$ cat src/mwip_pkg.sv
// Package for the mecanum four-wheel incremental PID block: widths, register
// indexes, reset values, shared structs and the gain-term truncation helper.
// No dependencies.
package mwip_pkg;

    localparam int NUM_WHEELS     = 4;
    localparam int CMD_W          = 14;
    localparam int GOAL_W         = 16;
    localparam int ERR_W          = 17;
    localparam int DP_W           = ERR_W + 1;
    localparam int DD_W           = ERR_W + 2;
    localparam int GAIN_W         = 16;
    localparam int LIM_W          = 14;
    localparam int DRV_W          = 15;
    localparam int GAIN_FRAC_BITS = 8;
    localparam int TRUNC_BIAS     = (1 << GAIN_FRAC_BITS) - 1;
    localparam int PROD_W         = GAIN_W + 1 + DD_W;
    localparam int TERM_W         = PROD_W - GAIN_FRAC_BITS;
    localparam int SUM_W          = TERM_W + 2;
    localparam int ACC_W          = SUM_W + 1;

    localparam int IN_FIELDS      = 3 + NUM_WHEELS;
    localparam int IN_TDATA_W     = ((IN_FIELDS * CMD_W + 7) / 8) * 8;
    localparam int LANE_OUT_W     = LIM_W + 1;
    localparam int OUT_TDATA_W    = ((NUM_WHEELS * LANE_OUT_W + 7) / 8) * 8;

    localparam int CFG_ADDR_W     = 3;
    localparam int CFG_DATA_W     = 16;

    localparam logic [CFG_ADDR_W-1:0] REG_PROP_GAIN    = 3'd0;
    localparam logic [CFG_ADDR_W-1:0] REG_INTEG_GAIN   = 3'd1;
    localparam logic [CFG_ADDR_W-1:0] REG_DERIV_GAIN   = 3'd2;
    localparam logic [CFG_ADDR_W-1:0] REG_DUTY_LIMIT   = 3'd3;
    localparam logic [CFG_ADDR_W-1:0] REG_COAST_ENABLE = 3'd4;

    localparam logic [GAIN_W-1:0] PROP_GAIN_RST  = 16'd5120;
    localparam logic [GAIN_W-1:0] INTEG_GAIN_RST = 16'd15360;
    localparam logic [GAIN_W-1:0] DERIV_GAIN_RST = 16'd0;
    localparam logic [LIM_W-1:0]  DUTY_LIMIT_RST = 14'd9990;
    localparam logic              COAST_EN_RST   = 1'b1;

    typedef struct packed {
        logic [GAIN_W-1:0] kp;
        logic [GAIN_W-1:0] ki;
        logic [GAIN_W-1:0] kd;
        logic [LIM_W-1:0]  lim;
        logic              coast_en;
    } cfg_t;

    typedef struct packed {
        logic ld1;
        logic ld2;
        logic ld3;
        logic ld4;
        logic coast_in;
        logic coast_s3;
    } lane_ctl_t;

    typedef logic [NUM_WHEELS-1:0][GOAL_W-1:0] goal_vec_t;
    typedef logic [NUM_WHEELS-1:0][DRV_W-1:0]  drv_vec_t;

    // product / 2^F, rounded toward zero
    function automatic logic signed [TERM_W-1:0] trunc_term(input logic signed [PROD_W-1:0] p);
        logic signed [PROD_W-1:0] b;
        b = p + (p[PROD_W-1] ? PROD_W'(TRUNC_BIAS) : PROD_W'(0));
        return b[PROD_W-1:GAIN_FRAC_BITS];
    endfunction

endpackage

$ cat src/mwip_merge.sv
// Output register: turns the four lanes' drive values into magnitude and
// direction and packs them with the coast flag. Depends on mwip_pkg.
module mwip_merge (
    input  logic                             aclk,
    input  logic                             load,
    input  mwip_pkg::drv_vec_t               drv,
    input  logic                             coast,
    output logic [mwip_pkg::OUT_TDATA_W-1:0] tdata,
    output logic                             tuser
);

    localparam int LANE_OUT_W = mwip_pkg::LANE_OUT_W;
    localparam int LIM_W      = mwip_pkg::LIM_W;
    localparam int DRV_W      = mwip_pkg::DRV_W;

    logic [mwip_pkg::OUT_TDATA_W-1:0] tdata_reg, tdata_next;
    logic                             tuser_reg;
    logic signed [DRV_W-1:0]          v, mag;

    always_comb begin
        tdata_next = '0;
        v   = '0;
        mag = '0;
        for (int i = 0; i < mwip_pkg::NUM_WHEELS; i++) begin
            v   = $signed(drv[i]);
            mag = v[DRV_W-1] ? -v : v;
            tdata_next[i*LANE_OUT_W +: LIM_W] = mag[LIM_W-1:0];
            tdata_next[i*LANE_OUT_W + LIM_W]  = v[DRV_W-1];
        end
    end

    always_ff @(posedge aclk) begin
        if (load) begin
            tdata_reg <= tdata_next;
            tuser_reg <= coast;
        end
    end

    assign tdata = tdata_reg;
    assign tuser = tuser_reg;

endmodule

$ cat config.mk
export PLATFORM = sky130hd
export DESIGN_NAME = mwip_merge
export DESIGN_NICKNAME = d
export VERILOG_FILES = /design/src/mwip_pkg.sv /design/src/mwip_merge.sv
export SDC_FILE = /design/constraint.sdc
export NUM_CORES = 1
export LEC_CHECK = 0
export ABC_AREA = 1
export BUFFER_PORTS_ARGS = -buffer_cell sky130_fd_sc_hd__buf_2
export CORE_ASPECT_RATIO = 1.4
export CORE_MARGIN = 5
export CORE_UTILIZATION = 45
export DETAILED_ROUTE_END_ITERATION = 8
export PLACE_DENSITY = 0.74
export SYNTH_ARGS = -nofsm -noshare
export SYNTH_HDL_FRONTEND = slang
export SYNTH_SLANG_ARGS = --single-unit
$ cat constraint.sdc
create_clock -name aclk -period 2.42 [get_ports aclk]
set_input_delay 0.605 -clock aclk [delete_from_list [all_inputs] [get_ports aclk]]
set_output_delay 0.605 -clock aclk [all_outputs]
set_load 0.01 [all_outputs]
Yosys cells after proc, flatten, opt, wreduce, memory -nomap -nowiden
Cells that the tools add are included.
Word-level totals
  flip-flop bits (word level): 61
  latch bits: 0
  bits in writable memories: 0
  memory bits (read-only): 0
  input port bits: 63
  output and inout port bits: 65
  word-level logic and storage cells: 10
  memories: 0
Cells by class
  $add $sub $neg: 4
  $mul: 0
  div/mod/pow operators: 0
  magnitude comparators: 0
  eq/ne operators: 0
  shifts and indexed selects: 0
  mux-type cells: 4
  bitwise operators: 0
  reduce and logical (&&, ||, !) cells: 0
Operators by type and width (number)
  $mux W14: 4
  $neg A14 Y14: 4

Longest topological paths before layout
  depth in word-level cells: 2
  mapped depth: 7
  depth with buffers taken out: 7

Worst setup path before layout
No wires, ideal clock.
  kind: input -> register
  start: input port drv[31] (netlist name)
  end: register tdata_reg (netlist bit tdata[38]), data pin
  library setup time: 257 ps
  arrival time: 1250 ps
  data required time: 2163 ps
  path slack: 913 ps
  stages on the path: 6
  buffers on the path: 0
  cells stage by stage: inv_1 > ha_1 > nand3_1 > nand2_1 > nand2_1 > xor2_1
On the way
  cells in the longest elaborated chain, start to end: 2
RTL lines
  start: declaration: line mwip_merge.sv:6  | input mwip_pkg::drv_vec_t drv,
  $neg A14 Y14: line mwip_merge.sv:26  | mag = v[DRV_W-1] ? -v : v;
  $mux W14: line mwip_merge.sv:26
  named net tdata_next (one bit): line mwip_merge.sv:16  | logic [mwip_pkg::OUT_TDATA_W-1:0] tdata_reg, tdata_next;
  end signal: assignment: line mwip_merge.sv:34  | tdata_reg <= tdata_next;
  end: declaration: line mwip_merge.sv:16
The timed path passes the listed nets, and every way through them passes these cells.
A chain may end at the register's enable or synchronous reset.

Worst setup path in the final report
  start: register tdata_reg (netlist bit tdata[10])
  end: output port tdata[10] (netlist name)
RTL lines
  end: declaration: line mwip_merge.sv:8  | output logic [mwip_pkg::OUT_TDATA_W-1:0] tdata,
No word-level cell between the ends.

==> results.yml <==
outcome:
  status: "completed"
worst_setup_path:
  crit_path_top_delay_cell: "edfxtp_1"
  critPathKind: "flop to output pin"
  slowest_delay_ns: 0.39
  critPathTopFamily: "flip-flops"
  cp_max_fo: 1
  crit_chain: "buf_2"
  critPathLaunchType: "flop"
  endpoint_kind: "output pin"
  cp_num_buf_inv: 1
  cp.arrival_ns: 0.87
  cp.required_ns: 1.81
  path_depth: 1
clocking:
  ctsLongestPathBuffers: 2
  path_clk_slew_ns: 0.06
  hold_buffers: 0
  cts_sinks: 61
  post_cts.repair.setup_buffers: 0
  cts_tree: "built"
  cts.repair.resized: 0
  h-tree-depth: 3
  cts_buffers: 9
  root_buffer: "clkbuf_8"
floorplan:
  start_util_pct: 45.8
  rows: 37
  die_w_um: 82.7
  die_area_mm2: 0.00924
  io_pins: 128
  core_mm2: 0.00727
  die_h_um: 112
placement:
  place.detailed.hpwl_um: 5630
  gp_congestion: 0.892
  io_buffers: 123
  dpl.cell_count: 585
synthesis:
  postSynthAreaPerCell_um2: 9.02
  synth_most_common_cell: "nand2_1"
  synthFlopType: "edfxtp_1"
  synthTopCellsByCount: "nand2_1, edfxtp_1, inv_1"
  syn_inst: 369
  syn_area_mm2: 0.00333
  ys_ff_latch: 61
  synthTopCellsByArea: "edfxtp_1, nand2_1, inv_1"
  ys_seq_area_share_pct: 55.0
  async_flop_share_pct: 0
  yosys.area.top_type: "edfxtp_1"
  synth_edf_count: 61
  ys_types: 18
  synth_top_area_share_pct: 55.0
  yosys_warnings: 0
layout:
  drive_above_1_share_pct: 29.8
  largest_reg_flops: 60
  seq_area_mm2: 0.00183
  area_growth_pct: 26.6
  nFillCells: 662
  fin_nets: 566
  post-route-util_pct: 58.0
  diodes: 0
  layout.cells.non_filler: 601
  multi_input_area_mm2: 0.00123
worst_hold_path:
  min_path_cells: 1
  hold_path_class: "primary input to flop"
sta:
  min_period_ns: 1.48
  clock.fmax_mhz: 677
  setup_viol: 0
  period_share_pct: 61.1
  report.final.slew_viol_count: 0
  fin_tns_setup_ns: 0
  hold_viol_final: 0
  grt_setup_unrepaired: "no"
route:
  detail_route.wl_per_cell_um: 12.0
  drt_wl_total_um: 7200
  firstDrtPassIters: 4
  detail-route-antenna-nets: 0
  drc_errors: 0
  dr_total_vias: 2722
  drtIter0Drc: 110
  vias_per_cell: 4.53
grt:
  track_usage_pct: 16.6
  grt_pass1_vias: 2684
  overflow: 0
  grt_max_degree: 62
  antenna_found_initial: 0
  grt_pass1_wl_um: 11800
pwr:
  p_leak_nw: 2.07
  peakVddDrop_v: 0.000352
  powerDensity_mw_per_mm2: 623
run:
  cap_violations: 0
where the power goes:
part	internal (W)	switching (W)
Clock	0.000465	0.000372
Sequential	0.00129	0.0000228
Combinational	0.000186	0.000289
worst paths after layout:
path | from | end
worst max-delay path | tdata[10] | tdata[10]
worst min-delay path | coast | tuser
cell families after synthesis:
logic type | count (synthesis) | synth area share (%)
buf+inv | 65 | 8.34
fa+ha+maj | 4 | 1.50
compound gates | 19 | 3.87
xor+xnor | 28 | 7.37
flops | 61 | 55.0
other cells | 1 | 0.113
simple gates | 191 | 23.8
cells in the final DEF, fill, tap and decap left out, drive strengths merged:
master,instances
buf,124
bufinv,1
clkbuf,10
clkinv,5
conb,4
edfxtp,61
ha,4
inv,57
nand2,112
nand3,40
nand4,5
nor2,34
o21ai,19
xnor2,9
xor2,19
metrics by stage:
step,total power [W],hold slack (ns),setup slack [ns],cell area [µm²]
3_3_place_gp,0.00181,0.783,0.743,4030
4_1_cts,0.00267,0.426,0.909,4220
3_5_place_dp,0.00182,0.784,0.677,4030
2_1_floorplan,0.00159,0.704,0.913,3340
6_report,0.00263,0.454,0.942,4220
5_1_grt,0.00279,0.420,0.870,4220
per-layer routing:
| metal | wire length [µm] | track usage [%] | up-vias |
|---|---|---|---|
| met5 | 0 | 0 | - |
| met4 | 129 | 7.52 | 0 |
| met3 | 534 | 4.77 | 11 |
| met2 | 3820 | 28.7 | 89 |
| met1 | 2710 | 18.1 | 1177 |
| li1 | - | - | 1445 |
area by class of cell:
class                   count  share of cell area (%)
repair buffers            124                    15.1
clock inverters             6                    1.28
multi-input cells         246                    29.2
flip-flops and latches     61                    43.5
inverters                  57                    5.08
well taps                  97                    2.88
clock buffers              10                    3.03
(Power assumes the default switching activity.)
