$ cat src/mwip_pkg.sv
// Package for the mecanum four-wheel incremental PID block: widths, register
// indexes, reset values, shared structs and the gain-term truncation helper.
// No dependencies.
package mwip_pkg;

    localparam int NUM_WHEELS     = 4;
    localparam int CMD_W          = 14;
    localparam int GOAL_W         = 16;
    localparam int ERR_W          = 17;
    localparam int DP_W           = ERR_W + 1;
    localparam int DD_W           = ERR_W + 2;
    localparam int GAIN_W         = 16;
    localparam int LIM_W          = 14;
    localparam int DRV_W          = 15;
    localparam int GAIN_FRAC_BITS = 8;
    localparam int TRUNC_BIAS     = (1 << GAIN_FRAC_BITS) - 1;
    localparam int PROD_W         = GAIN_W + 1 + DD_W;
    localparam int TERM_W         = PROD_W - GAIN_FRAC_BITS;
    localparam int SUM_W          = TERM_W + 2;
    localparam int ACC_W          = SUM_W + 1;

    localparam int IN_FIELDS      = 3 + NUM_WHEELS;
    localparam int IN_TDATA_W     = ((IN_FIELDS * CMD_W + 7) / 8) * 8;
    localparam int LANE_OUT_W     = LIM_W + 1;
    localparam int OUT_TDATA_W    = ((NUM_WHEELS * LANE_OUT_W + 7) / 8) * 8;

    localparam int CFG_ADDR_W     = 3;
    localparam int CFG_DATA_W     = 16;

    localparam logic [CFG_ADDR_W-1:0] REG_PROP_GAIN    = 3'd0;
    localparam logic [CFG_ADDR_W-1:0] REG_INTEG_GAIN   = 3'd1;
    localparam logic [CFG_ADDR_W-1:0] REG_DERIV_GAIN   = 3'd2;
    localparam logic [CFG_ADDR_W-1:0] REG_DUTY_LIMIT   = 3'd3;
    localparam logic [CFG_ADDR_W-1:0] REG_COAST_ENABLE = 3'd4;

    localparam logic [GAIN_W-1:0] PROP_GAIN_RST  = 16'd5120;
    localparam logic [GAIN_W-1:0] INTEG_GAIN_RST = 16'd15360;
    localparam logic [GAIN_W-1:0] DERIV_GAIN_RST = 16'd0;
    localparam logic [LIM_W-1:0]  DUTY_LIMIT_RST = 14'd9990;
    localparam logic              COAST_EN_RST   = 1'b1;

    typedef struct packed {
        logic [GAIN_W-1:0] kp;
        logic [GAIN_W-1:0] ki;
        logic [GAIN_W-1:0] kd;
        logic [LIM_W-1:0]  lim;
        logic              coast_en;
    } cfg_t;

    typedef struct packed {
        logic ld1;
        logic ld2;
        logic ld3;
        logic ld4;
        logic coast_in;
        logic coast_s3;
    } lane_ctl_t;

    typedef logic [NUM_WHEELS-1:0][GOAL_W-1:0] goal_vec_t;
    typedef logic [NUM_WHEELS-1:0][DRV_W-1:0]  drv_vec_t;

    // product / 2^F, rounded toward zero
    function automatic logic signed [TERM_W-1:0] trunc_term(input logic signed [PROD_W-1:0] p);
        logic signed [PROD_W-1:0] b;
        b = p + (p[PROD_W-1] ? PROD_W'(TRUNC_BIAS) : PROD_W'(0));
        return b[PROD_W-1:GAIN_FRAC_BITS];
    endfunction

endpackage

$ cat src/mwip_kin.sv
// Mecanum X-type inverse kinematics and zero-goal coast detection.
// Depends on mwip_pkg.
module mwip_kin (
    input  logic [mwip_pkg::CMD_W-1:0] fwd_cmd,
    input  logic [mwip_pkg::CMD_W-1:0] side_cmd,
    input  logic [mwip_pkg::CMD_W-1:0] rot_cmd,
    input  logic                       coast_en,
    output mwip_pkg::goal_vec_t        goal,
    output logic                       coast
);

    logic signed [mwip_pkg::GOAL_W-1:0] f, s, r;

    always_comb begin
        f = mwip_pkg::GOAL_W'($signed(fwd_cmd));
        s = mwip_pkg::GOAL_W'($signed(side_cmd));
        r = mwip_pkg::GOAL_W'($signed(rot_cmd));
        goal[0] = f - s - r;
        goal[1] = f + s + r;
        goal[2] = f + s - r;
        goal[3] = f - s + r;
        coast = coast_en && (goal == '0);
    end

endmodule

$ cat config.mk
export PLATFORM = sky130hd
export DESIGN_NAME = mwip_kin
export DESIGN_NICKNAME = d
export VERILOG_FILES = /design/src/mwip_pkg.sv /design/src/mwip_kin.sv
export SDC_FILE = /design/constraint.sdc
export NUM_CORES = 1
export LEC_CHECK = 0
export BUFFER_PORTS_ARGS = -buffer_cell sky130_fd_sc_hd__buf_2
export CAP_MARGIN = 20
export CORE_UTILIZATION = 43
export DETAILED_ROUTE_END_ITERATION = 8
export GPL_TIMING_DRIVEN = 0
export PLACE_DENSITY = 0.65
export SKIP_LAST_GASP = 1
export SLEW_MARGIN = 15
export SYNTH_ARGS = -nofsm -noshare
export SYNTH_HDL_FRONTEND = slang
export SYNTH_SLANG_ARGS = --single-unit
$ cat constraint.sdc
create_clock -name vclk -period 8.41
set_input_delay 0.4205 -clock vclk [all_inputs]
set_output_delay 0.4205 -clock vclk [all_outputs]
set_load 0.005 [all_outputs]
Word level (Yosys, flattened, before mapping)
Index checks and enable logic that the tools add are counted.
{"block": "word_totals", "inputBits": 43, "word_cells": 8, "out_inout_bits": 65, "register_bits": 0}
{"block": "op_classes", "add_sub_neg": 6, "reduce_logical": 2}
{"operator": "$logic_not A64 Y1", "n": 1}
{"operator": "$add A15 B14 Y16", "n": 2}
{"operator": "$sub A15 B14 Y16", "n": 2}
{"operator": "$add A14 B14 Y15", "n": 1}
{"operator": "$sub A14 B14 Y15", "n": 1}
{"operator": "$logic_and A1 B1 Y1", "n": 1}

Logic depth before layout (Yosys ltp)
{"block": "logic_depth", "word_depth": 4, "depth_mapped": 22, "depth_no_buf": 21}

Worst setup path before layout
OpenSTA, ideal clock, no wires.
{"block": "synth_path", "path_type": "input to output", "start": "input port fwd_cmd[0] (netlist bit)", "end": "output port coast", "cell_stages": 22, "t_arrival_ns": 4.386, "path_slack_ns": 3.603, "path_cell_list": "inv_1 ha_1 fa_1 nor2b_1 o21ai_0 a21oi_1 o21ai_0 a21oi_1 o21ai_0 nand2b_1 xnor2_1 ha_1 clkbuf_1 a21oi_1 nand2_1 o311ai_1 a211o_1 o311ai_1 or3_1 nor4_2 nand4bb_1 nor4_2"}
{"item": "from (decl)", "line": "mwip_kin.sv:4", "source": "input logic [mwip_pkg::CMD_W-1:0] fwd_cmd,"}
{"item": "to (decl)", "line": "mwip_kin.sv:9", "source": "output logic coast"}

Worst setup path after layout
{"block": "layout_path", "start": "input port fwd_cmd[2] (netlist bit)", "end": "output port coast"}
{"block": "layout_via", "elab_chain_cells": 4, "elab_cells_between_ends": 8}
{"item": "$sub A14 B14 Y15 or $add A14 B14 Y15 (tied branches)"}
{"item": "$sub A15 B14 Y16 (tied with other cells)", "line": "mwip_kin.sv:18", "source": "goal[0] = f - s - r;"}
{"item": "$logic_not A64 Y1 (*)", "line": "mwip_kin.sv:22", "source": "coast = coast_en && (goal == '0);"}
{"item": "$logic_and A1 B1 Y1 (*)", "line": "mwip_kin.sv:22"}
Every way passes the cells marked *; elsewhere a longest branch is shown, timed or not.

==> impl_metrics.json <==
{
  "ctsHoldBuffers": 0,
  "synthTopCellsByArea": "ha_1, xnor2_1, inv_1",
  "total_power_uw": 936,
  "max-vdd-ir-drop_mv": 0.0622,
  "cp.arrival_ps": 5540,
  "switching_share_pct": 56.5,
  "tightestPinTransition_ps": 644,
  "synth.distinct_cells": 74,
  "cap_violations": 0,
  "power_frac_comb_pct": 100.0,
  "viasPerCell": 5.54,
  "grt_start_max_net_pins": 11,
  "routedWlPerCell_um": 14.7,
  "coreArea_sq_um": 9910,
  "yosys_warnings": 0,
  "synthAdderAreaFrac_pct": 27.4,
  "grt_usage_pct": 22.2,
  "cp_slowest_cell": "o41ai_1",
  "synth_top_family_by_area": "compound AO/OA/AOI/OAI gates",
  "drtIter0Drc": 294,
  "period_share_pct": 70.8,
  "placedCellCount": 856,
  "rsz0062_at_grt": "no",
  "avgSynthCellArea_sq_um": 7.26,
  "finalSetupViolations": 0,
  "pwr-share-clk_pct": 0,
  "report.final.slew_viol_count": 0,
  "required_ps": 7990,
  "yosysTopAreaCellShare_pct": 24.7,
  "area_growth_pct": 15.8,
  "grt-ovfl-total": 0,
  "boundaryPins": 108,
  "setup-tns-final_ps": 0,
  "synthMuxAreaShare_pct": 0.925,
  "fin_crit_ps": 5960,
  "design.seq.count": 0,
  "fmax_mhz": 168,
  "intPower_uw": 407,
  "final-seq-area_sq_um": 0,
  "final_cell_mix": "buf_2, ha_1, inv_1",
  "drc": 0,
  "postCtsSetupBuffers": 0,
  "dr.pass1.iters": 5,
  "p_sw_uw": 529,
  "fin_nets": 862,
  "synthXorXnorAreaFrac_pct": 11.7,
  "crit_path_max_fanout": 10,
  "synth-compound-area-share_pct": 27.9,
  "critPathMaxStageDelay_ps": 540,
  "drt-total-wl_mm": 12.6,
  "path_cells": "buf_2 -> ha_1 -> nor2b_1 -> o21ai_0 -> a21oi_1 -> o21ai_0 -> a21oi_1 -> o2111ai_1 -> nand3_1 -> o41ai_1 -> xnor2_1 -> ha_1 -> clkbuf_1 -> inv_1 -> o41ai_1 -> a211oi_2 -> xnor2_2 -> nor4_2 -> nand4bb_1 -> nor4_2 -> buf_2",
  "drive_gt1_share_pct": 19.8,
  "status": "completed",
  "antenna_cells": 0,
  "hold_viol_final": 0,
  "grt_antenna_before_repair": 0,
  "worstSetupStartpointType": "primary input",
  "syn_area_sq_um": 4460,
  "slew_headroom_pct": 56.5,
  "final_cells": 856,
  "ant_nets": 0,
  "leakagePower_nw": 2.49,
  "synth_largest_area_cell": "ha_1",
  "num_vias": 4738,
  "power_density_nw_per_um2": 181,
  "grt_pass1_wl_mm": 20.2,
  "grt_pass1_vias": 4312,
  "io_buffers": 108,
  "rows": 36,
  "start_util_pct": 45.1,
  "fin_util_pct": 52.2,
  "path_class": "primary input to output pin",
  "clock_buffers": 0,
  "dp_hpwl_mm": 11.0,
  "synth-simple-area-share_pct": 23.4,
  "fp.dieH_um": 104,
  "end_kind": "output pin",
  "final_common_cell": "buf_2",
  "ys_seq_area_share_pct": 0,
  "hold_class": "primary input to output pin",
  "die_area_sq_um": 10800,
  "power_frac_seq_pct": 0,
  "synth_fp_nets": 752,
  "synth_cells": 615,
  "die_width_um": 104,
  "gp_congestion": 0.881,
  "post_cts_resized": 0
}
## power by group through the flow
stage / registers (mW) / logic (mW) / clock network (mW)
detailed placement: 0 / 0.923 / 0
global placement: 0 / 0.906 / 0
global route: 0 / 1.03 / 0
CTS: 0 / 0.928 / 0
floorplan: 0 / 0.627 / 0
finish: 0 / 0.936 / 0
## per-stage QoR
stage               area, sq um  worst slack (ps)  hold WS [ps]
global placement           5170              2670          1260
global route               5170              2080          1300
detailed placement         5170              2600          1270
finish                     5170              2450          1270
CTS                        5170              2570          1270
floorplan                  4460              3600           992
## critical path: cells and delay by family
kind	cells	cell delay (ps)
AO/OA/AOI/OAI	8	2110
XOR/XNOR	2	430
adder cells (fa/ha/maj)	2	690
buffers and inverters	4	830
AND/OR/NAND/NOR	5	1040
## logic make-up after synthesis
kind of cell,Yosys count
XOR/XNOR,59
buffers and inverters,98
multiplexers,4
AND/OR/NAND/NOR,186
adder cells (fa/ha/maj),94
AO/OA/AOI/OAI,174
## per-layer routing
metal / global-route usage, % / up-vias / share of wire (%)
met5: 0 / - / 0
met3: 2.13 / 12 / 6.3
met1: 31.3 / 2154 / 48
li1: - / 2430 / -
met2: 37.5 / 142 / 44
met4: 2.45 / 0 / 0.96
## path summary, 6_finish.rpt
path,start,endpoint,slack (ps),cells past startpoint
setup / recovery,fwd_cmd[2],coast,2450,21
hold / removal,rot_cmd[0],goal[0],1270,4
## synth_stat cells (all sizes together) (3+ instances only)
cell type and count:
a31oi 5, and2 5, a211oi 9, o2111ai 3, xor2 16, nor3 20
nor4 4, nand2 18, xnor2 43, mux2i 3, nor4b 3, buf 9
and3 8, nor3b 5, o21ai 22, a221o 4, nand3b 4, nand3 14
nand4bb 3, inv 72, clkbuf 16, o41ai 5, nor2 42, or3 10
ha 88, a21oi 46, a2111oi 10, a221oi 3, o211ai 4, fa 6
a211o 7, o21bai 15, nand2b 18, a311oi 3, a21o 10, o311ai 4
or2 8, o31ai 7, nor2b 17
## area by class of cell
cell class | count | area (sq um)
tap | 133 | 166
multi-input combinational | 517 | 4080
timing repair buffer | 108 | 541
buffer | 25 | 111
inverter | 73 | 274
fill | 1016 | 4740
Power figures use the tool's default switching activity.
