<file path="src/mwip_pkg.sv">
// Package for the mecanum four-wheel incremental PID block: widths, register
// indexes, reset values, shared structs and the gain-term truncation helper.
// No dependencies.
package mwip_pkg;

    localparam int NUM_WHEELS     = 4;
    localparam int CMD_W          = 14;
    localparam int GOAL_W         = 16;
    localparam int ERR_W          = 17;
    localparam int DP_W           = ERR_W + 1;
    localparam int DD_W           = ERR_W + 2;
    localparam int GAIN_W         = 16;
    localparam int LIM_W          = 14;
    localparam int DRV_W          = 15;
    localparam int GAIN_FRAC_BITS = 8;
    localparam int TRUNC_BIAS     = (1 << GAIN_FRAC_BITS) - 1;
    localparam int PROD_W         = GAIN_W + 1 + DD_W;
    localparam int TERM_W         = PROD_W - GAIN_FRAC_BITS;
    localparam int SUM_W          = TERM_W + 2;
    localparam int ACC_W          = SUM_W + 1;

    localparam int IN_FIELDS      = 3 + NUM_WHEELS;
    localparam int IN_TDATA_W     = ((IN_FIELDS * CMD_W + 7) / 8) * 8;
    localparam int LANE_OUT_W     = LIM_W + 1;
    localparam int OUT_TDATA_W    = ((NUM_WHEELS * LANE_OUT_W + 7) / 8) * 8;

    localparam int CFG_ADDR_W     = 3;
    localparam int CFG_DATA_W     = 16;

    localparam logic [CFG_ADDR_W-1:0] REG_PROP_GAIN    = 3'd0;
    localparam logic [CFG_ADDR_W-1:0] REG_INTEG_GAIN   = 3'd1;
    localparam logic [CFG_ADDR_W-1:0] REG_DERIV_GAIN   = 3'd2;
    localparam logic [CFG_ADDR_W-1:0] REG_DUTY_LIMIT   = 3'd3;
    localparam logic [CFG_ADDR_W-1:0] REG_COAST_ENABLE = 3'd4;

    localparam logic [GAIN_W-1:0] PROP_GAIN_RST  = 16'd5120;
    localparam logic [GAIN_W-1:0] INTEG_GAIN_RST = 16'd15360;
    localparam logic [GAIN_W-1:0] DERIV_GAIN_RST = 16'd0;
    localparam logic [LIM_W-1:0]  DUTY_LIMIT_RST = 14'd9990;
    localparam logic              COAST_EN_RST   = 1'b1;

    typedef struct packed {
        logic [GAIN_W-1:0] kp;
        logic [GAIN_W-1:0] ki;
        logic [GAIN_W-1:0] kd;
        logic [LIM_W-1:0]  lim;
        logic              coast_en;
    } cfg_t;

    typedef struct packed {
        logic ld1;
        logic ld2;
        logic ld3;
        logic ld4;
        logic coast_in;
        logic coast_s3;
    } lane_ctl_t;

    typedef logic [NUM_WHEELS-1:0][GOAL_W-1:0] goal_vec_t;
    typedef logic [NUM_WHEELS-1:0][DRV_W-1:0]  drv_vec_t;

    // product / 2^F, rounded toward zero
    function automatic logic signed [TERM_W-1:0] trunc_term(input logic signed [PROD_W-1:0] p);
        logic signed [PROD_W-1:0] b;
        b = p + (p[PROD_W-1] ? PROD_W'(TRUNC_BIAS) : PROD_W'(0));
        return b[PROD_W-1:GAIN_FRAC_BITS];
    endfunction

endpackage

</file>
<file path="src/mwip_lane.sv">
// One wheel's velocity-form PID: error history, gain products, truncated sum,
// and the clamped drive value accumulator. Depends on mwip_pkg.
module mwip_lane (
    input  logic                        aclk,
    input  logic                        aresetn,
    input  mwip_pkg::lane_ctl_t         ctl,
    input  mwip_pkg::cfg_t              cfg,
    input  logic [mwip_pkg::GOAL_W-1:0] goal,
    input  logic [mwip_pkg::CMD_W-1:0]  speed,
    output logic [mwip_pkg::DRV_W-1:0]  drv_next
);

    localparam int ERR_W  = mwip_pkg::ERR_W;
    localparam int DP_W   = mwip_pkg::DP_W;
    localparam int DD_W   = mwip_pkg::DD_W;
    localparam int PROD_W = mwip_pkg::PROD_W;
    localparam int SUM_W  = mwip_pkg::SUM_W;
    localparam int ACC_W  = mwip_pkg::ACC_W;
    localparam int DRV_W  = mwip_pkg::DRV_W;
    localparam int GAIN_W = mwip_pkg::GAIN_W;
    localparam int LIM_W  = mwip_pkg::LIM_W;

    logic signed [ERR_W-1:0]  e1_reg, e2_reg;
    logic signed [ERR_W-1:0]  s1_e_reg;
    logic signed [DP_W-1:0]   s1_dp_reg;
    logic signed [DD_W-1:0]   s1_dd_reg;
    logic signed [PROD_W-1:0] pp_reg, pi_reg, pd_reg;
    logic signed [SUM_W-1:0]  sum_reg;
    logic signed [DRV_W-1:0]  drv_reg;

    logic signed [ERR_W-1:0]  e;
    logic signed [DP_W-1:0]   dp;
    logic signed [DD_W-1:0]   dd;
    logic signed [GAIN_W:0]   kp_s, ki_s, kd_s;
    logic signed [SUM_W-1:0]  sum_next;
    logic signed [ACC_W-1:0]  acc, lim_pos, lim_neg, clamped;

    always_comb begin
        e  = ERR_W'($signed(goal)) - ERR_W'($signed(speed));
        dp = DP_W'(e) - DP_W'(e1_reg);
        dd = DD_W'(e) - (DD_W'(e1_reg) <<< 1) + DD_W'(e2_reg);
    end

    // history follows every transfer in order, so it is updated at entry (cleared on coast)
    always_ff @(posedge aclk) begin
        if (!aresetn) begin
            e1_reg <= '0;
            e2_reg <= '0;
        end else if (ctl.ld1) begin
            if (ctl.coast_in) begin
                e1_reg <= '0;
                e2_reg <= '0;
            end else begin
                e1_reg <= e;
                e2_reg <= e1_reg;
            end
        end
    end

    always_ff @(posedge aclk) begin
        if (ctl.ld1) begin
            s1_e_reg  <= e;
            s1_dp_reg <= dp;
            s1_dd_reg <= dd;
        end
    end

    always_comb begin
        kp_s = $signed({1'b0, cfg.kp});
        ki_s = $signed({1'b0, cfg.ki});
        kd_s = $signed({1'b0, cfg.kd});
    end

    always_ff @(posedge aclk) begin
        if (ctl.ld2) begin
            pp_reg <= kp_s * s1_dp_reg;
            pi_reg <= ki_s * s1_e_reg;
            pd_reg <= kd_s * s1_dd_reg;
        end
    end

    always_comb begin
        sum_next = SUM_W'(mwip_pkg::trunc_term(pp_reg))
                 + SUM_W'(mwip_pkg::trunc_term(pi_reg))
                 + SUM_W'(mwip_pkg::trunc_term(pd_reg));
    end

    always_ff @(posedge aclk) begin
        if (ctl.ld3) begin
            sum_reg <= sum_next;
        end
    end

    always_comb begin
        acc     = ACC_W'(drv_reg) + ACC_W'(sum_reg);
        lim_pos = $signed({{(ACC_W - LIM_W){1'b0}}, cfg.lim});
        lim_neg = -lim_pos;
        if (acc > lim_pos) begin
            clamped = lim_pos;
        end else if (acc < lim_neg) begin
            clamped = lim_neg;
        end else begin
            clamped = acc;
        end
        drv_next = ctl.coast_s3 ? '0 : clamped[DRV_W-1:0];
    end

    always_ff @(posedge aclk) begin
        if (!aresetn) begin
            drv_reg <= '0;
        end else if (ctl.ld4) begin
            drv_reg <= drv_next;
        end
    end

endmodule

</file>
<file path="config.mk">
export PLATFORM = sky130hd
export DESIGN_NAME = mwip_lane
export DESIGN_NICKNAME = d
export VERILOG_FILES = /design/src/mwip_pkg.sv /design/src/mwip_lane.sv
export SDC_FILE = /design/constraint.sdc
export NUM_CORES = 2
export LEC_CHECK = 0
export ABC_AREA = 1
export BUFFER_PORTS_ARGS = -buffer_cell sky130_fd_sc_hd__clkbuf_2
export CAP_MARGIN = 10
export CORE_ASPECT_RATIO = 1.2
export CORE_MARGIN = 2
export CORE_UTILIZATION = 60
export DETAILED_ROUTE_END_ITERATION = 16
export GPL_ROUTABILITY_DRIVEN = 0
export PLACE_DENSITY = 0.92
export SYNTH_ARGS = -nofsm -noshare
export SYNTH_HDL_FRONTEND = slang
export SYNTH_SLANG_ARGS = --single-unit
</file>
<file path="constraint.sdc">
create_clock -name aclk -period 6.77 [get_ports aclk]
set_clock_uncertainty 0.05 [all_clocks]
set_input_delay 1.354 -clock aclk [delete_from_list [all_inputs] [get_ports aclk]]
set_output_delay 1.354 -clock aclk [all_outputs]
set_load 0.02 [all_outputs]
</file>
Word level (Yosys, flattened, before mapping)
Cells that the tools add are included.

storage, ports and cells
  flip-flop bits (word level) = 241
  bits in latches = 0
  memory bits (writable) = 0
  ROM bits = 0
  output and inout port bits = 15
  word-level logic and storage cells = 34
  memories = 0

operators by class
  add/subtract/negate cells = 11
  multiply operators = 3
  div/mod/pow operators = 0
  $lt $le $gt $ge = 2
  equality and inequality tests = 0
  shifts and indexed selects = 0
  multiplexer cells = 8
  bitwise gates (word level) = 0
  reduce and logical (&&, ||, !) cells = 0

operator list
  kind              count
  $add A36 B9 Y36   3
  $mux W15          3
  $mul A17 B19 Y36  1
  $mul A17 B18 Y35  1
  $mul A17 B17 Y34  1
  $mux W17          2
  $add A15 B30 Y31  1
  $gt A31 B15 Y1    1
  $lt A31 B31 Y1    1
  $neg A14 Y31      1
  $add A29 B28 Y30  1
  $add A28 B28 Y29  1
  $mux W8           3
  $add A19 B17 Y19  1
  $sub A17 B18 Y19  1
  $sub A17 B17 Y18  1
  $sub A16 B14 Y17  1

Longest topological paths before layout
  depth in word-level cells = 5
  mapped depth = 31
  depth with buffers taken out = 31

Least setup slack after synthesis
Ideal clock, no wire load.

  kind = input to register
  start point = in cfg[57] (netlist name)
  end point = reg pp_reg[32], data pin
  arrival time = 6.776 ns
  required time = 6.458 ns
  setup slack = -0.318 ns
  stages on the path = 23
  cells stage by stage = clkbuf_1 -> buf_1 -> nand2_1 -> fa_1 -> inv_1 -> fa_1 -> inv_1 -> fa_1 -> inv_1 -> fa_1 -> fa_1 -> inv_1 -> fa_1 -> inv_1 -> ha_1 -> nand2_1 -> nor2_1 -> nand4_1 -> o21ai_0 -> a31oi_1 -> o21bai_1 -> a21oi_1 -> xor2_1

on the way
  cells in the longest elaborated chain, start to end = 1

RTL lines
  element               line             text
  start, declared       mwip_lane.sv:7   input mwip_pkg::cfg_t cfg,
  $mul A17 B18 Y35      mwip_lane.sv:76  pp_reg <= kp_s * s1_dp_reg;
  end signal, assigned  mwip_lane.sv:76
  end, declared         mwip_lane.sv:27  logic signed [PROD_W-1:0] pp_reg, pi_reg, pd_reg;

No other way between the ends.
A chain may end at the register's enable or synchronous reset.

Worst setup path after layout
  start point = reg pd_reg[35]
  end point = reg sum_reg[21], data pin

on the way
  cells in the longest elaborated chain, start to end = 3

RTL lines
  element                 line             text
  start, declared         mwip_lane.sv:27
  start signal, assigned  mwip_lane.sv:78  pd_reg <= kd_s * s1_dd_reg;
  $mux W8                 mwip_pkg.sv:65   b = p + (p[PROD_W-1] ? PROD_W'(TRUNC_BIAS) : PROD_W'(0));
  $add A36 B9 Y36         mwip_pkg.sv:65
  $add A29 B28 Y30        mwip_lane.sv:85  + SUM_W'(mwip_pkg::trunc_term(pd_reg));
  named net sum_next[21]  mwip_lane.sv:35  logic signed [SUM_W-1:0] sum_next;
  end signal, assigned    mwip_lane.sv:90  sum_reg <= sum_next;
  end, declared           mwip_lane.sv:28  logic signed [SUM_W-1:0] sum_reg;

The timed path passes the listed nets, and every way through them passes these cells.

==> reports/qor.yml <==
outcome:
  status: "complete, but fails checks"
  violations: "design-rule violations, negative setup slack"
floorplan:
  core_area_sq_um: 85100
  start_util_pct: 60.8
  die_x_microns: 272
  die_y_microns: 326
  num_rows: 117
  dieArea_sq_um: 88500
  io_pins: 116
timing:
  slew_violations: 0
  fin_crit_sh_pct: 100
  timing.final.ws_setup_ns: -0.0209
  fmaxAchievable_mhz: 147
  fin_hold_ws_ns: 0.445
  fin_crit_ns: 6.79
  hold_viol: 0
  worstMarginPinSlew_ns: 1.23
  setup_viol: 1
  maxSlewHeadroom_pct: 17.9
global_routing:
  grt_pass1_wl_microns: 249000
  grt_pass1_vias: 50700
  grt_usage_pct: 35.3
  grt_max_degree: 64
  antenna_found_initial: 11
  overflow: 0
cts:
  cts.sinks: 238
  cts_hold_buf: 0
  cts_root_buf: "clkbuf_16"
  clockBufferDepth: 3
  cts_buffers: 28
  htreeDepth: 1
  clk_latency_ns: 0.62
  cts_tree: "yes"
  path_clk_slew_ns: 0.07
synth:
  synth_fp_nets: 7996
  synthArstFlopShare_pct: 0
  syn_inst: 6553
  synth_top_area_cell: "fa_1"
  yosys-top-cells-count: "inv_1 (1917), nand2_1 (1502), fa_1 (858), ha_1 (484), a21oi_1 (286)"
  synth_seq_area_share_pct: 12.9
  synth-warning-count: 0
  synth_area_leaders: "fa_1 (33%), inv_1 (14%), ha_1 (12%), edfxtp_1 (11%), nand2_1 (11%)"
  synthesis.area_sq_um: 51700
  synth.distinct_cells: 58
  ys_ff_latch: 238
  synth_area_per_cell_sq_um: 7.89
  yosys.cell_count.top_type: "inv_1"
  ys.flop_type: "edfxtp_1"
  synth-edff-count: 189
  synth.top_cell.area_share_pct: 33.2
setup_path:
  r2r-start: "pd_reg[35]$_DFFE_PP_"
  critPathMaxFanout: 9
  end_kind: "register"
  cp-start-kind: "register"
  reg2reg_setup_slack_ns: -0.02
  worstReg2RegEnd: "sum_reg[21]$_DFFE_PP_"
  required_ns: 7.04
  r2r.worst_path.cells: 26
  cp.arrival_ns: 7.06
  worstSetupPathType: "register to register"
hold_path:
  holdPathStages: 2
  hold_end: "e2_reg[16]$_SDFFE_PN0P_"
  worstHoldStart: "e1_reg[16]$_SDFFE_PN0P_"
  holdCritPathClass: "register to register"
routing:
  drtPass1Iterations: 15
  vias: 46300
  routed_via_density: 5.88
  ant_nets: 0
  finalWirelength_microns: 153000
  drcViolationCount: 2
  initialDrtViolationCount: 4750
  avgRoutedWirePerCell_microns: 19.4
layout:
  nNetsFinal: 8157
  drive_gt1_share_pct: 7.94
  largest_reg_flops: 36
  area_growth_pct: 7.94
placed_design:
  io_buffers: 114
  hpwl_microns: 116000
run:
  maxCapViolations: 0
## logic make-up after synthesis
group	count (synthesis)	synth area share, %
adder cells (fa/ha/maj)	1342	44.9
buffers and inverters	2162	15.7
AO/OA/AOI/OAI	532	5.74
XOR/XNOR	263	4.49
flip-flops	238	12.9
AND/OR/NAND/NOR	2016	16.2
## metal layers
| metal | vias to the layer above | wire, microns | share of wire [%] | GRT usage [%] |
|---|---|---|---|---|
| li1 | 19600 | - | - | - |
| met1 | 21500 | 46700 | 31 | 37.5 |
| met2 | 3688 | 72200 | 47 | 58.9 |
| met3 | 1439 | 17900 | 12 | 9.52 |
| met4 | 12 | 15700 | 10 | 28.4 |
| met5 | - | 118 | 0.077 | 0 |
## area by class of cell
type	instances	area [sq um]
antenna	5	12.5
timing repair buffer	359	2470
clock buffer	33	761
clock inverter	19	233
multi-input combinational	4153	37000
inverter	1934	7260
sequential	238	6660
tap	1130	1410
fill	5575	29200
## metrics by stage
stage / cell area, sq um / setup WS (ns) / util, % / cells / TNS (ns)
after global placement: 54700 / -0.116 / 64.3 / 7811 / -0.759
final: 55800 / -0.0209 / 65.6 / 7871 / -0.0209
after CTS: 55700 / 0.0901 / 65.5 / 7863 / 0
after detailed placement: 54700 / -0.347 / 64.3 / 7811 / -8.15
after floorplan: 51700 / 0.00180 / - / 6553 / 0
after global routing: 55800 / -0.0380 / 65.6 / 7868 / -0.101
## worst max-delay path by stage
| stage | startpoint | to | slack [ns] | cells past startpoint |
|---|---|---|---|---|
| floorplan | cfg[57] | pp_reg[32]$_DFFE_PP_ | 0.002 | 23 |
| global placement | cfg[54] | pp_reg[34]$_DFFE_PP_ | -0.12 | 24 |
| detailed placement | cfg[54] | pp_reg[32]$_DFFE_PP_ | -0.35 | 22 |
| CTS | cfg[54] | pp_reg[33]$_DFFE_PP_ | 0.09 | 24 |
| global route | cfg[52] | pp_reg[31]$_DFFE_PP_ | -0.04 | 19 |
| finish | pd_reg[35]$_DFFE_PP_ | sum_reg[21]$_DFFE_PP_ | -0.02 | 26 |
## layout by cell type, fill, tap and decap left out, drive strengths merged, types with 11 or more instances in the layout
cell / instances
inv: 1937
nand2: 1517
fa: 858
ha: 484
a21oi: 297
buf: 246
nor2: 208
edfxtp: 189
xor2: 181
clkbuf: 146
o21ai: 128
nand3: 123
xnor2: 82
nor3: 65
nand4: 54
dfxtp: 49
nor4: 24
a31oi: 19
a21boi: 16
o21bai: 15
a21o: 14
or2: 11
## repair_timing
item                       4_1_cts  5_1_grt
gates resized for setup          0       24
setup buffers                    0        3
setup endpoints to repair        0       36
## critical path: stages (launching register included)
cell and delay [ns]:
edfxtp_1 0.72, ha_1 0.36, a21oi_1 0.18, o21ai_0 0.25, a21oi_1 0.23, inv_1 0.08, a21oi_1 0.35, inv_1 0.15
nand2_1 0.19, inv_1 0.13, nand2_1 0.18, nor2_1 0.13, xnor2_1 0.75, fa_1 0.54, inv_1 0.07, ha_1 0.29
nand2_1 0.14, inv_1 0.06, a21oi_1 0.34, inv_1 0.09, nand3_1 0.10, nand2_1 0.14, a21oi_1 0.25, o21ai_1 0.15
a21oi_1 0.31, o21ai_1 0.14, xor2_1 0.15
Power is left out: the tool's default activity adds up to more than one toggle a clock period on the data nets, which glitch-free logic cannot reach.
